`src/sv/mvsa_pkg.sv`:
```
`default_nettype none

package mvsa_pkg;

    localparam int SAMPLE_BITS_DEF   = 16;
    localparam int MAX_ITEMS_DEF     = 65536;
    localparam int FRACTION_BITS_DEF = 8;

    localparam int MEAN_W  = 24;
    localparam int VAR_W   = 40;
    localparam int STD_W   = 24;
    localparam int COUNT_W = 17;
    localparam int ERR_W   = 2;

    localparam int ADDR_W = 3;
    localparam int DATA_W = 32;

    localparam logic REG_SAMPLE_MODE = 1'b0;

    localparam logic [ERR_W-1:0] ERR_OK  = 2'd0;
    localparam logic [ERR_W-1:0] ERR_ONE = 2'd1;
    localparam logic [ERR_W-1:0] ERR_OVF = 2'd2;

    typedef enum logic [2:0] {
        OP_SS   = 3'd0,
        OP_NQ   = 3'd1,
        OP_DEN  = 3'd2,
        OP_MEAN = 3'd3,
        OP_VAR  = 3'd4,
        OP_SQRT = 3'd5
    } op_t;

    typedef struct packed {
        logic accept;
        logic start;
        op_t  op;
        logic emit;
    } cmd_t;

    typedef struct packed {
        logic             done;
        logic             out_busy;
        logic [ERR_W-1:0] err;
    } status_t;

endpackage

`default_nettype wire

```
`src/sv/mvsa_ctrl.sv`:
```
`default_nettype none

module mvsa_ctrl (
    input  logic              clk,
    input  logic              rst_n,
    input  logic              in_valid,
    input  logic              last,
    output logic              in_ready,
    input  mvsa_pkg::status_t status,
    output mvsa_pkg::cmd_t    cmd
);
    import mvsa_pkg::*;

    typedef enum logic [8:0] {
        S_IDLE  = 9'b000000001,
        S_CHECK = 9'b000000010,
        S_SS    = 9'b000000100,
        S_NQ    = 9'b000001000,
        S_DEN   = 9'b000010000,
        S_MEAN  = 9'b000100000,
        S_VAR   = 9'b001000000,
        S_SQRT  = 9'b010000000,
        S_EMIT  = 9'b100000000
    } state_t;

    state_t state_reg;
    state_t state_next;

    assign in_ready = (state_reg == S_IDLE);

    always_comb
    begin
        state_next = state_reg;
        cmd        = '0;
        cmd.op     = OP_SS;
        case (state_reg)
            S_IDLE:
            begin
                if (in_valid)
                begin
                    cmd.accept = 1'b1;
                    if (last)
                        state_next = S_CHECK;
                end
            end
            S_CHECK:
            begin
                if (status.err != ERR_OK)
                    state_next = S_EMIT;
                else
                begin
                    cmd.start  = 1'b1;
                    cmd.op     = OP_SS;
                    state_next = S_SS;
                end
            end
            S_SS:
            begin
                if (status.done)
                begin
                    cmd.start  = 1'b1;
                    cmd.op     = OP_NQ;
                    state_next = S_NQ;
                end
            end
            S_NQ:
            begin
                if (status.done)
                begin
                    cmd.start  = 1'b1;
                    cmd.op     = OP_DEN;
                    state_next = S_DEN;
                end
            end
            S_DEN:
            begin
                if (status.done)
                begin
                    cmd.start  = 1'b1;
                    cmd.op     = OP_MEAN;
                    state_next = S_MEAN;
                end
            end
            S_MEAN:
            begin
                if (status.done)
                begin
                    cmd.start  = 1'b1;
                    cmd.op     = OP_VAR;
                    state_next = S_VAR;
                end
            end
            S_VAR:
            begin
                if (status.done)
                begin
                    cmd.start  = 1'b1;
                    cmd.op     = OP_SQRT;
                    state_next = S_SQRT;
                end
            end
            S_SQRT:
            begin
                if (status.done)
                    state_next = S_EMIT;
            end
            S_EMIT:
            begin
                // hold until the output register is free
                if (!status.out_busy)
                begin
                    cmd.emit   = 1'b1;
                    state_next = S_IDLE;
                end
            end
            default:
            begin
                state_next = S_IDLE;
            end
        endcase
    end

    always_ff @(posedge clk or negedge rst_n)
    begin
        if (!rst_n)
            state_reg <= S_IDLE;
        else
            state_reg <= state_next;
    end

endmodule

`default_nettype wire

```
`src/sv/mvsa_dp.sv`:
```
`default_nettype none

module mvsa_dp #(
    parameter int SAMPLE_BITS   = mvsa_pkg::SAMPLE_BITS_DEF,
    parameter int MAX_ITEMS     = mvsa_pkg::MAX_ITEMS_DEF,
    parameter int FRACTION_BITS = mvsa_pkg::FRACTION_BITS_DEF
) (
    input  logic                                clk,
    input  logic                                rst_n,
    input  mvsa_pkg::cmd_t                      cmd,
    output mvsa_pkg::status_t                   status,
    input  logic                                sample_mode,
    input  logic signed [SAMPLE_BITS-1:0]       sample,
    input  logic                                out_ready,
    output logic                                out_valid,
    output logic signed [mvsa_pkg::MEAN_W-1:0]  mean_q8,
    output logic [mvsa_pkg::VAR_W-1:0]          variance_q8,
    output logic [mvsa_pkg::STD_W-1:0]          stddev_q8,
    output logic [mvsa_pkg::COUNT_W-1:0]        item_count,
    output logic [mvsa_pkg::ERR_W-1:0]          error_code
);
    import mvsa_pkg::*;

    localparam int CW  = $clog2(MAX_ITEMS + 1);
    localparam int SW  = SAMPLE_BITS + CW;
    localparam int QW  = 2 * SAMPLE_BITS - 2 + CW;
    localparam int MW  = SAMPLE_BITS + CW - 1;
    localparam int NW  = 2 * MW;
    localparam int DNW = 2 * CW;
    localparam int DW  = NW + 2 * FRACTION_BITS;
    localparam int SQW = DW + (DW % 2);
    localparam int HW  = SQW / 2;
    localparam int STW = $clog2(DW);

    // set accumulators
    logic [CW-1:0]        cnt_reg;
    logic signed [SW-1:0] sum_reg;
    logic [QW-1:0]        sq_reg;
    logic                 ovf_reg;

    // sequencing of the shared iterative engine
    logic           busy_reg;
    logic           done_reg;
    op_t            op_reg;
    logic [STW-1:0] step_reg;
    logic [STW-1:0] op_steps;

    // engine registers
    logic [NW-1:0]  prod_reg;
    logic [NW-1:0]  mcand_reg;
    logic [MW-1:0]  mplier_reg;
    logic [DW-1:0]  quo_reg;
    logic [DNW-1:0] drem_reg;
    logic [DNW-1:0] divisor_reg;
    logic [SQW-1:0] src_reg;
    logic [HW+1:0]  srem_reg;
    logic [HW-1:0]  root_reg;

    // finished intermediate results
    logic [NW-1:0]  ss_reg;
    logic [NW-1:0]  nq_reg;
    logic [DNW-1:0] den_reg;
    logic [DW-1:0]  mean_reg;
    logic [DW-1:0]  y_reg;

    logic                   out_valid_reg;
    logic [SAMPLE_BITS-1:0] ax;
    logic [2*SAMPLE_BITS-1:0] x2;
    logic                   sum_neg;
    logic [MW-1:0]          mag;
    logic [NW-1:0]          num;
    logic [DNW:0]           dcand;
    logic                   div_ge;
    logic [HW+3:0]          scand;
    logic [HW+3:0]          strial;
    logic                   sq_ge;
    logic [ERR_W-1:0]       err;

    assign ax      = sample[SAMPLE_BITS-1] ? SAMPLE_BITS'(-sample) : SAMPLE_BITS'(sample);
    assign x2      = ax * ax;
    assign sum_neg = sum_reg[SW-1];
    assign mag     = sum_neg ? MW'(-sum_reg) : MW'(sum_reg);
    assign num     = (nq_reg >= ss_reg) ? (nq_reg - ss_reg) : '0;

    assign dcand  = {drem_reg, quo_reg[DW-1]};
    assign div_ge = (dcand >= {1'b0, divisor_reg});
    assign scand  = {srem_reg, src_reg[SQW-1 -: 2]};
    assign strial = (HW+4)'({root_reg, 2'b01});
    assign sq_ge  = (scand >= strial);

    assign err = ovf_reg ? ERR_OVF
               : ((sample_mode && (cnt_reg < CW'(2))) ? ERR_ONE : ERR_OK);

    assign status.done     = done_reg;
    assign status.out_busy = out_valid_reg && !out_ready;
    assign status.err      = err;
    assign out_valid       = out_valid_reg;

    always_comb
    begin
        case (cmd.op)
            OP_SS, OP_NQ, OP_DEN: op_steps = STW'(MW - 1);
            OP_MEAN, OP_VAR:      op_steps = STW'(DW - 1);
            OP_SQRT:              op_steps = STW'(HW - 1);
            default:              op_steps = STW'(DW - 1);
        endcase
    end

    always_ff @(posedge clk or negedge rst_n)
    begin
        if (!rst_n)
        begin
            cnt_reg <= '0;
            sum_reg <= '0;
            sq_reg  <= '0;
            ovf_reg <= 1'b0;
        end
        else if (cmd.emit)
        begin
            cnt_reg <= '0;
            sum_reg <= '0;
            sq_reg  <= '0;
            ovf_reg <= 1'b0;
        end
        else if (cmd.accept)
        begin
            // drop samples beyond the maximum set length
            if (cnt_reg == CW'(MAX_ITEMS))
                ovf_reg <= 1'b1;
            else
            begin
                cnt_reg <= cnt_reg + CW'(1);
                sum_reg <= sum_reg + SW'(sample);
                sq_reg  <= sq_reg + QW'(x2);
            end
        end
    end

    always_ff @(posedge clk or negedge rst_n)
    begin
        if (!rst_n)
        begin
            busy_reg <= 1'b0;
            done_reg <= 1'b0;
            op_reg   <= OP_SS;
            step_reg <= '0;
        end
        else if (cmd.start)
        begin
            busy_reg <= 1'b1;
            done_reg <= 1'b0;
            op_reg   <= cmd.op;
            step_reg <= op_steps;
        end
        else if (busy_reg)
        begin
            if (step_reg == '0)
            begin
                busy_reg <= 1'b0;
                done_reg <= 1'b1;
            end
            else
                step_reg <= step_reg - STW'(1);
        end
        else
            done_reg <= 1'b0;
    end

    always_ff @(posedge clk)
    begin
        if (cmd.start)
        begin
            case (cmd.op)
                OP_SS:
                begin
                    prod_reg   <= '0;
                    mcand_reg  <= NW'(mag);
                    mplier_reg <= mag;
                end
                OP_NQ:
                begin
                    prod_reg   <= '0;
                    mcand_reg  <= NW'(sq_reg);
                    mplier_reg <= MW'(cnt_reg);
                end
                OP_DEN:
                begin
                    prod_reg   <= '0;
                    mcand_reg  <= NW'(cnt_reg);
                    mplier_reg <= MW'(sample_mode ? (cnt_reg - CW'(1)) : cnt_reg);
                end
                OP_MEAN:
                begin
                    drem_reg    <= '0;
                    divisor_reg <= DNW'(cnt_reg);
                    quo_reg     <= DW'(mag) << FRACTION_BITS;
                end
                OP_VAR:
                begin
                    drem_reg    <= '0;
                    divisor_reg <= den_reg;
                    quo_reg     <= DW'(num) << (2 * FRACTION_BITS);
                end
                OP_SQRT:
                begin
                    src_reg  <= SQW'(quo_reg);
                    srem_reg <= '0;
                    root_reg <= '0;
                end
                default:
                begin
                    prod_reg <= '0;
                end
            endcase
        end
        else if (busy_reg)
        begin
            case (op_reg)
                OP_SS, OP_NQ, OP_DEN:
                begin
                    if (mplier_reg[0])
                        prod_reg <= prod_reg + mcand_reg;
                    mcand_reg  <= mcand_reg << 1;
                    mplier_reg <= mplier_reg >> 1;
                end
                OP_MEAN, OP_VAR:
                begin
                    drem_reg <= DNW'(div_ge ? (dcand - {1'b0, divisor_reg}) : dcand);
                    quo_reg  <= {quo_reg[DW-2:0], div_ge};
                end
                OP_SQRT:
                begin
                    srem_reg <= (HW+2)'(sq_ge ? (scand - strial) : scand);
                    root_reg <= {root_reg[HW-2:0], sq_ge};
                    src_reg  <= src_reg << 2;
                end
                default:
                begin
                    prod_reg <= prod_reg;
                end
            endcase
        end
    end

    // capture each finished multiply and divide result the cycle after its last step
    always_ff @(posedge clk)
    begin
        if (done_reg)
        begin
            case (op_reg)
                OP_SS:   ss_reg   <= prod_reg;
                OP_NQ:   nq_reg   <= prod_reg;
                OP_DEN:  den_reg  <= DNW'(prod_reg);
                OP_MEAN: mean_reg <= quo_reg;
                OP_VAR:  y_reg    <= quo_reg;
                default: y_reg    <= y_reg;
            endcase
        end
    end

    always_ff @(posedge clk or negedge rst_n)
    begin
        if (!rst_n)
            out_valid_reg <= 1'b0;
        else if (cmd.emit)
            out_valid_reg <= 1'b1;
        else if (out_ready)
            out_valid_reg <= 1'b0;
    end

    always_ff @(posedge clk)
    begin
        if (cmd.emit)
        begin
            item_count <= COUNT_W'(cnt_reg);
            error_code <= err;
            if (err != ERR_OK)
            begin
                mean_q8     <= '0;
                variance_q8 <= '0;
                stddev_q8   <= '0;
            end
            else
            begin
                mean_q8     <= MEAN_W'(sum_neg ? (-mean_reg) : mean_reg);
                variance_q8 <= VAR_W'(y_reg >> FRACTION_BITS);
                stddev_q8   <= STD_W'(root_reg);
            end
        end
    end

`ifndef NO_ASSERTIONS
    a_count_bound: assert property (@(posedge clk) disable iff (!rst_n)
        cnt_reg <= CW'(MAX_ITEMS))
        else $error("set count beyond maximum");
    a_start_idle: assert property (@(posedge clk) disable iff (!rst_n)
        cmd.start |-> !busy_reg)
        else $error("engine started while busy");
    a_emit_valid: assert property (@(posedge clk) disable iff (!rst_n)
        cmd.emit |=> out_valid_reg)
        else $error("result not presented after emit");
    a_done_pulse: assert property (@(posedge clk) disable iff (!rst_n)
        done_reg |=> !done_reg)
        else $error("done held longer than one cycle");
`endif

endmodule

`default_nettype wire

```
`src/sv/mean_variance_stddev_accumulator.sv`:
```
// Running mean / variance / standard deviation over sets of signed samples.
// Input channel (in_valid/in_ready): one sample per transfer, last closes
// the set. Samples of a set are taken one per cycle. After the transfer that
// carries last, the block stops taking samples while it computes. The steps of
// the shared iterative engine each take their iteration count plus a hand-off:
//   three shift-add multiplies of SAMPLE_BITS+CW-1 iterations each,
//   two restoring divides of DW = 2*(SAMPLE_BITS+CW-1)+2*FRACTION_BITS,
//   one square root of DW/2 iterations, plus a check and an emit step,
// where CW = clog2(MAX_ITEMS+1). out_valid and in_ready rise together as the
// emit step ends, so the first sample of the next set can be taken at once.
// Output channel (out_valid/out_ready): one result per set, held in an
// output register; samples of the next set are taken while it waits. If the
// previous result is still not taken when a new one is ready, the block
// holds in its emit step until out_ready, and the input stays closed.
// Configuration: APB register sample_mode at address 0 (0 divides by n,
// 1 by n-1); write it only while idle.
// Reset clears the accumulators, the output valid and sample_mode.
`default_nettype none

module mean_variance_stddev_accumulator #(
    parameter int SAMPLE_BITS   = mvsa_pkg::SAMPLE_BITS_DEF,
    parameter int MAX_ITEMS     = mvsa_pkg::MAX_ITEMS_DEF,
    parameter int FRACTION_BITS = mvsa_pkg::FRACTION_BITS_DEF
) (
    input  logic                                clk,
    input  logic                                rst_n,
    input  logic                                psel,
    input  logic                                penable,
    input  logic                                pwrite,
    input  logic [mvsa_pkg::ADDR_W-1:0]         paddr,
    input  logic [mvsa_pkg::DATA_W-1:0]         pwdata,
    output logic [mvsa_pkg::DATA_W-1:0]         prdata,
    output logic                                pready,
    input  logic                                in_valid,
    output logic                                in_ready,
    input  logic signed [SAMPLE_BITS-1:0]       sample,
    input  logic                                last,
    output logic                                out_valid,
    input  logic                                out_ready,
    output logic signed [mvsa_pkg::MEAN_W-1:0]  mean_q8,
    output logic [mvsa_pkg::VAR_W-1:0]          variance_q8,
    output logic [mvsa_pkg::STD_W-1:0]          stddev_q8,
    output logic [mvsa_pkg::COUNT_W-1:0]        item_count,
    output logic [mvsa_pkg::ERR_W-1:0]          error_code
);
    import mvsa_pkg::*;

    logic    mode_reg;
    logic    sel_mode;
    cmd_t    cmd;
    status_t status;

    assign pready   = 1'b1;
    assign sel_mode = (paddr[2] == REG_SAMPLE_MODE);
    assign prdata   = sel_mode ? DATA_W'(mode_reg) : '0;

    always_ff @(posedge clk or negedge rst_n)
    begin
        if (!rst_n)
            mode_reg <= 1'b0;
        else if (psel && penable && pwrite && sel_mode)
            mode_reg <= pwdata[0];
    end

    mvsa_ctrl u_ctrl (
        .clk      (clk),
        .rst_n    (rst_n),
        .in_valid (in_valid),
        .last     (last),
        .in_ready (in_ready),
        .status   (status),
        .cmd      (cmd)
    );

    mvsa_dp #(
        .SAMPLE_BITS   (SAMPLE_BITS),
        .MAX_ITEMS     (MAX_ITEMS),
        .FRACTION_BITS (FRACTION_BITS)
    ) u_dp (
        .clk         (clk),
        .rst_n       (rst_n),
        .cmd         (cmd),
        .status      (status),
        .sample_mode (mode_reg),
        .sample      (sample),
        .out_ready   (out_ready),
        .out_valid   (out_valid),
        .mean_q8     (mean_q8),
        .variance_q8 (variance_q8),
        .stddev_q8   (stddev_q8),
        .item_count  (item_count),
        .error_code  (error_code)
    );

endmodule

`default_nettype wire
```
`config.mk`:
```
export PLATFORM = sky130hd
export DESIGN_NAME = mean_variance_stddev_accumulator
export DESIGN_NICKNAME = d
export VERILOG_FILES = /design/src/sv/mvsa_pkg.sv /design/src/sv/mvsa_ctrl.sv /design/src/sv/mvsa_dp.sv /design/src/sv/mean_variance_stddev_accumulator.sv
export SDC_FILE = /design/constraint.sdc
export NUM_CORES = 2
export LEC_CHECK = 0
export CORE_AREA = 3 3 333 335
export CTS_CLUSTER_DIAMETER = 120
export DETAILED_ROUTE_END_ITERATION = 6
export DIE_AREA = 0 0 336 338
export DONT_BUFFER_PORTS = 1
export PLACE_DENSITY = 0.73
export SLEW_MARGIN = 20
export SYNTH_ARGS = -nofsm -noshare
export SYNTH_HDL_FRONTEND = slang
export SYNTH_SLANG_ARGS = --single-unit
```
`constraint.sdc`:
```
create_clock -name clk -period 9.32 [get_ports clk]
set_clock_uncertainty 0.15 [all_clocks]
set_input_delay 1.864 -clock clk [delete_from_list [all_inputs] [get_ports clk]]
set_output_delay 1.864 -clock clk [all_outputs]
set_load 0.02 [all_outputs]
```
# Word-level counts from Yosys, hierarchy flattened
# Cells that the tools add are included.
# word_totals
output_inout_bits	142
register_bits	932
# classes
eq_ne	37
multipliers	1
n_bitwise	1
muxes	90
addsub	12
n_lt_le_gt_ge	4
reduce_logical	39
# ops
cell	n
$mux W64	9
$mux W80	7
$mux W42	5
$pmux W64 S3	1
$mux W34	5
$mux W32	5
$mux W40	4
$pmux W80 S2	1
$mux W47	3
$mux W33	3
$pmux W32 S3	1
$mux W9	10
$pmux W9 S9	1
$pmux W34 S2	1
$add A64 B64 Y64	1
$ge A64 B64 Y1	1
$sub A64 B64 Y64	1
$mux W17	3
$add A47 B32 Y47	1
$ge A44 B42 Y1	1
$sub A42 B42 Y42	1
$ge A35 B34 Y1	1
$sub A34 B34 Y34	1
$add A33 B16 Y33	1
other kinds (46)	116

# Longest topological paths before layout
# depth
ltp_word	11
ltp_mapped	34
mapped_depth_nobuf	31

# Cells and area by module
# A second synthesis with hierarchy kept.
# unflattened
cells_unflattened	5823
area_unflattened_um2	59746.1
# modules_own_cells
mod	seq_area_each_um2	area_each_um2	instances	cells_each
mvsa_dp	26890.8	58623.7	1	5697
mvsa_ctrl	226.5	820.8	1	88
mean_variance_stddev_accumulator	25.0	301.5	1	38

# Least setup slack after synthesis
# Ideal clock, no wire load.
# synth_path
path_kind	input -> register
from	in sample[0]
to	reg u_dp.sq_reg[32]
setup_time_ns	0.133
path_slack_ns	-0.030
path_stages	30
t_arrival_ns	9.067
path_buffers	2
cell_sequence	clkbuf_1 inv_2 ha_1 nand3b_1 or2_2 o31ai_1 xor2_1 clkinv_1 nand2_1 fa_1 fa_1 fa_1 inv_1 fa_1 fa_1 inv_1 fa_1 inv_1 ha_1 clkbuf_1 nand2_1 nor2_1 nand3_1 o21bai_1 nor2b_1 o21ai_0 a31oi_1 a211oi_1 xnor2_1 o21ai_0
# synth_via
elab_chain_cells	7
# synth_lines
item	line	text
from (decl)	mean_variance_stddev_accumulator.sv:36	input logic signed [SAMPLE_BITS-1:0] sample,
$neg A16 Y16	mvsa_dp.sv:79	assign ax = sample[SAMPLE_BITS-1] ? SAMPLE_BITS'(-sample) : SAMPLE_BITS'(sample);
$mux W16 (*)	mvsa_dp.sv:79	
$mul A16 B16 Y32 (*)	mvsa_dp.sv:80	assign x2 = ax * ax;
$add A47 B32 Y47 (*)	mvsa_dp.sv:134	sq_reg <= sq_reg + QW'(x2);
$mux W47 (*)	mvsa_dp.sv:128	if (cnt_reg == CW'(MAX_ITEMS))
$mux W47 (*)	mvsa_dp.sv:125	else if (cmd.accept)
$mux W47 (*)	mvsa_dp.sv:118	else if (cmd.emit)
to (signal assigned)	mvsa_dp.sv:134	
to (decl)	mvsa_dp.sv:38	logic [QW-1:0] sq_reg;
# Mark *: on every way between the ends. The rest lies on a longest branch, timed or not. The select of a mux whose other input is x is not followed.
# A chain may end at the register's enable or synchronous reset.

# Final worst setup path
# layout_path
from	in sample[3]
to	reg u_dp.sq_reg[38]
# The elaborated chain is that of the path after synthesis.

==> metrics.yaml <==
drt:
  drt_iter0_markers: 3508
  ant_nets: 0
  drc: 0
  wirelength_mm: 137
  wl_per_cell_um: 18.4
  via_per_inst: 5.72
  num_vias: 42800
  dr.pass1.iters: 6
layout:
  diodes: 0
  layout_common_cells: "edfxtp_1, nand2_1, inv_1, nor2_1, a21oi_1"
  fin_cells: 7473
  fillers: 9063
  fin_nets: 6587
  final_common_cell: "edfxtp_1"
  drive_gt1_frac: 0.0654
  area_growth_pct: 8.69
  final_area_um2: 64700
timing:
  finalCritPeriodShare: 0.948
  hold_violations: 0
  fin_crit_ns: 8.84
  tightest_slew_ns: 1.09
  maxSlewHeadroom: 0.274
  grt_setup_unrepaired: "false"
  setup-violations-final: 0
  maxSlewViolCount: 0
  max_freq_mhz: 113
floorplan:
  die_w_um: 336
  num_rows: 121
  die_h_um: 338
  start_util: 0.549
  io_pins: 201
  dieArea_um2: 114000
  core_area_um2: 108000
global_route:
  globalRouteTotalUtil: 0.243
  grt_max_degree: 180
  grt_pass1_wl_mm: 223
  first_global_vias: 41800
  grt_overflow: 0
  antenna_found_initial: 0
clock_tree:
  cts.sinks: 924
  cts_buffers: 93
  cts_max_path_buffers: 3
  htreeDepth: 3
  clkLatencyLatePin_ns: 0.67
  postCtsSetupBuffers: 0
  path_clk_slew_ns: 0.06
  ctsResizeCount: 0
  hold_buffers: 0
  root_buffer: "clkbuf_16"
  cts_tree: "built"
hold_path:
  worstHoldPathCells: 0
  min_from: "u_dp.quo_reg[41]$_DFFE_PP_"
  min_to: "u_dp.y_reg[41]$_DFFE_PP_"
  min_path_type: "flop to flop"
placement:
  port_buffers: 0
  gp_congestion: 0.940
  placed_cells: 7299
  postPlaceCellArea_um2: 61500
  hpwl_mm: 102
worst_setup_path:
  r2r-start: "u_dp.cnt_reg[9]$_DFFE_PN0P_"
  slowest_delay_ns: 0.54
  critPathMostFrequentCell: "fa_1"
  r2r_cells: 11
  r2r-end: "u_dp.prod_reg[55]$_SDFFCE_PP0P_"
  worst-path-buf-inv: 6
  path_class: "primary input to flop"
  cp-start-kind: "primary input"
  cpMaxStageDelayCell: "fa_1"
  worstPathArrival_ns: 9.25
  cp_max_fo: 9
  r2r_slack_ns: 3.84
  critPathRequiredTime_ns: 9.73
  cp-end-kind: "flop"
  path_delay_family: "adder cells"
synth:
  yosysWarnings: 0
  synth_edf_count: 803
  synth_seq_cells: 924
  synth_top_family_by_area: "simple AND/OR/NAND/NOR gates"
  synthTopCellsByArea: "edfxtp_1, ha_1, fa_1"
  synth-simple-area-share: 0.147
  synth_xor_area_frac: 0.0480
  async_reset_ff_frac: 0.131
  synth_top_area_frac: 0.405
  synth_area_um2: 59500
  yosysSeqAreaShare: 0.456
  synthAdderAreaFrac: 0.140
  synth_cell_types: 106
  synth_mux_area_frac: 0.00709
  synthCells: 5979
  synth-compound-area-share: 0.142
  ys.flop_type: "edfxtp_1"
  post-synth-top-area-cell: "edfxtp_1"
  synth.avg_cell_area_um2: 9.95
power_and_ir_drop:
  total_power_mw: 26.5
  pwr_density_cell_nw_per_um2: 409
  ir_worst_vdd_mv: 0.651
  leakage_nw: 27.2
status:
  outcome: "completed"
flow_run:
  max_cap_viol_count: 0
## metal layers
metal,track usage,wire length [um],up-vias
li1,-,-,20900
met1,0.345,63000,20600
met2,0.395,63500,1123
met3,0.0344,7860,182
met4,0.0601,2970,0
met5,0,0,-
## cells by family (layout without fill, tap and decap cells)
| kind of cell | Yosys count | after routing |
|---|---|---|
| AO/OA/AOI/OAI | 1336 | 1336 |
| AND/OR/NAND/NOR | 1920 | 1920 |
| other | 2 | 43 |
| flip-flops | 924 | 924 |
| XOR/XNOR | 326 | 326 |
| multiplexers | 42 | 42 |
| adder cells (fa/ha/maj) | 548 | 548 |
| buffers and inverters | 881 | 920 |
## cells in the mapped netlist (35+ instances only)
library cell,count
a21oi_1,386
clkbuf_1,201
edfxtp_1,803
xnor2_1,175
a21o_1,150
a211oi_1,36
nand2_1,741
nor3_1,71
nand3_1,158
nor2_1,529
and2_1,108
o31ai_1,44
nand4_1,71
xor2_1,151
mux2i_1,41
o21bai_1,51
fa_1,199
dfrtp_1,120
a31oi_1,35
ha_1,349
buf_2,40
nor2b_1,38
o21ai_0,329
inv_1,565
o21a_1,44
## how the worst max path moves through the flow
stage	startpoint	end	slack, ns	depth (start not counted)
finish	sample[3]	u_dp.sq_reg[38]$_DFFE_PN0P_	0.48	27
global route	sample[3]	u_dp.sq_reg[41]$_DFFE_PN0P_	0.02	30
CTS	sample[3]	u_dp.sq_reg[38]$_DFFE_PN0P_	0.49	26
detailed placement	sample[10]	u_dp.sq_reg[38]$_DFFE_PN0P_	-0.19	23
global placement	sample[10]	u_dp.sq_reg[38]$_DFFE_PN0P_	-0.15	23
floorplan	sample[0]	u_dp.sq_reg[38]$_DFFE_PN0P_	0.006	32
## final cells by class
class	instances	area (um2)	area share
multi-input cells	4215	29100	0.450
repair buffers	168	1320	0.0203
clock buffers	117	2490	0.0385
well taps	1414	1770	0.0274
clock inverters	57	678	0.0105
flip-flops and latches	924	27100	0.420
inverters	578	2180	0.0336
## through the flow
step	hold WS, ns	worst slack (ns)	util	setup TNS (ns)
final	0.333	0.480	0.597	0
after global routing	0.345	0.0236	0.597	0
after detailed placement	0.316	-0.194	0.567	-1.68
after global placement	0.304	-0.153	0.567	-0.774
after floorplan	0.270	0.00632	-	0
after CTS	0.334	0.491	0.597	0
## report_power, final
part / leakage, nW / internal [mW] / switching, mW / total [mW]
registers: 9.01 / 5.67 / 0.664 / 6.33
clock network: 1.52 / 2.27 / 1.61 / 3.87
logic: 16.6 / 7.34 / 8.92 / 16.3
Power figures use the tool's default switching activity.
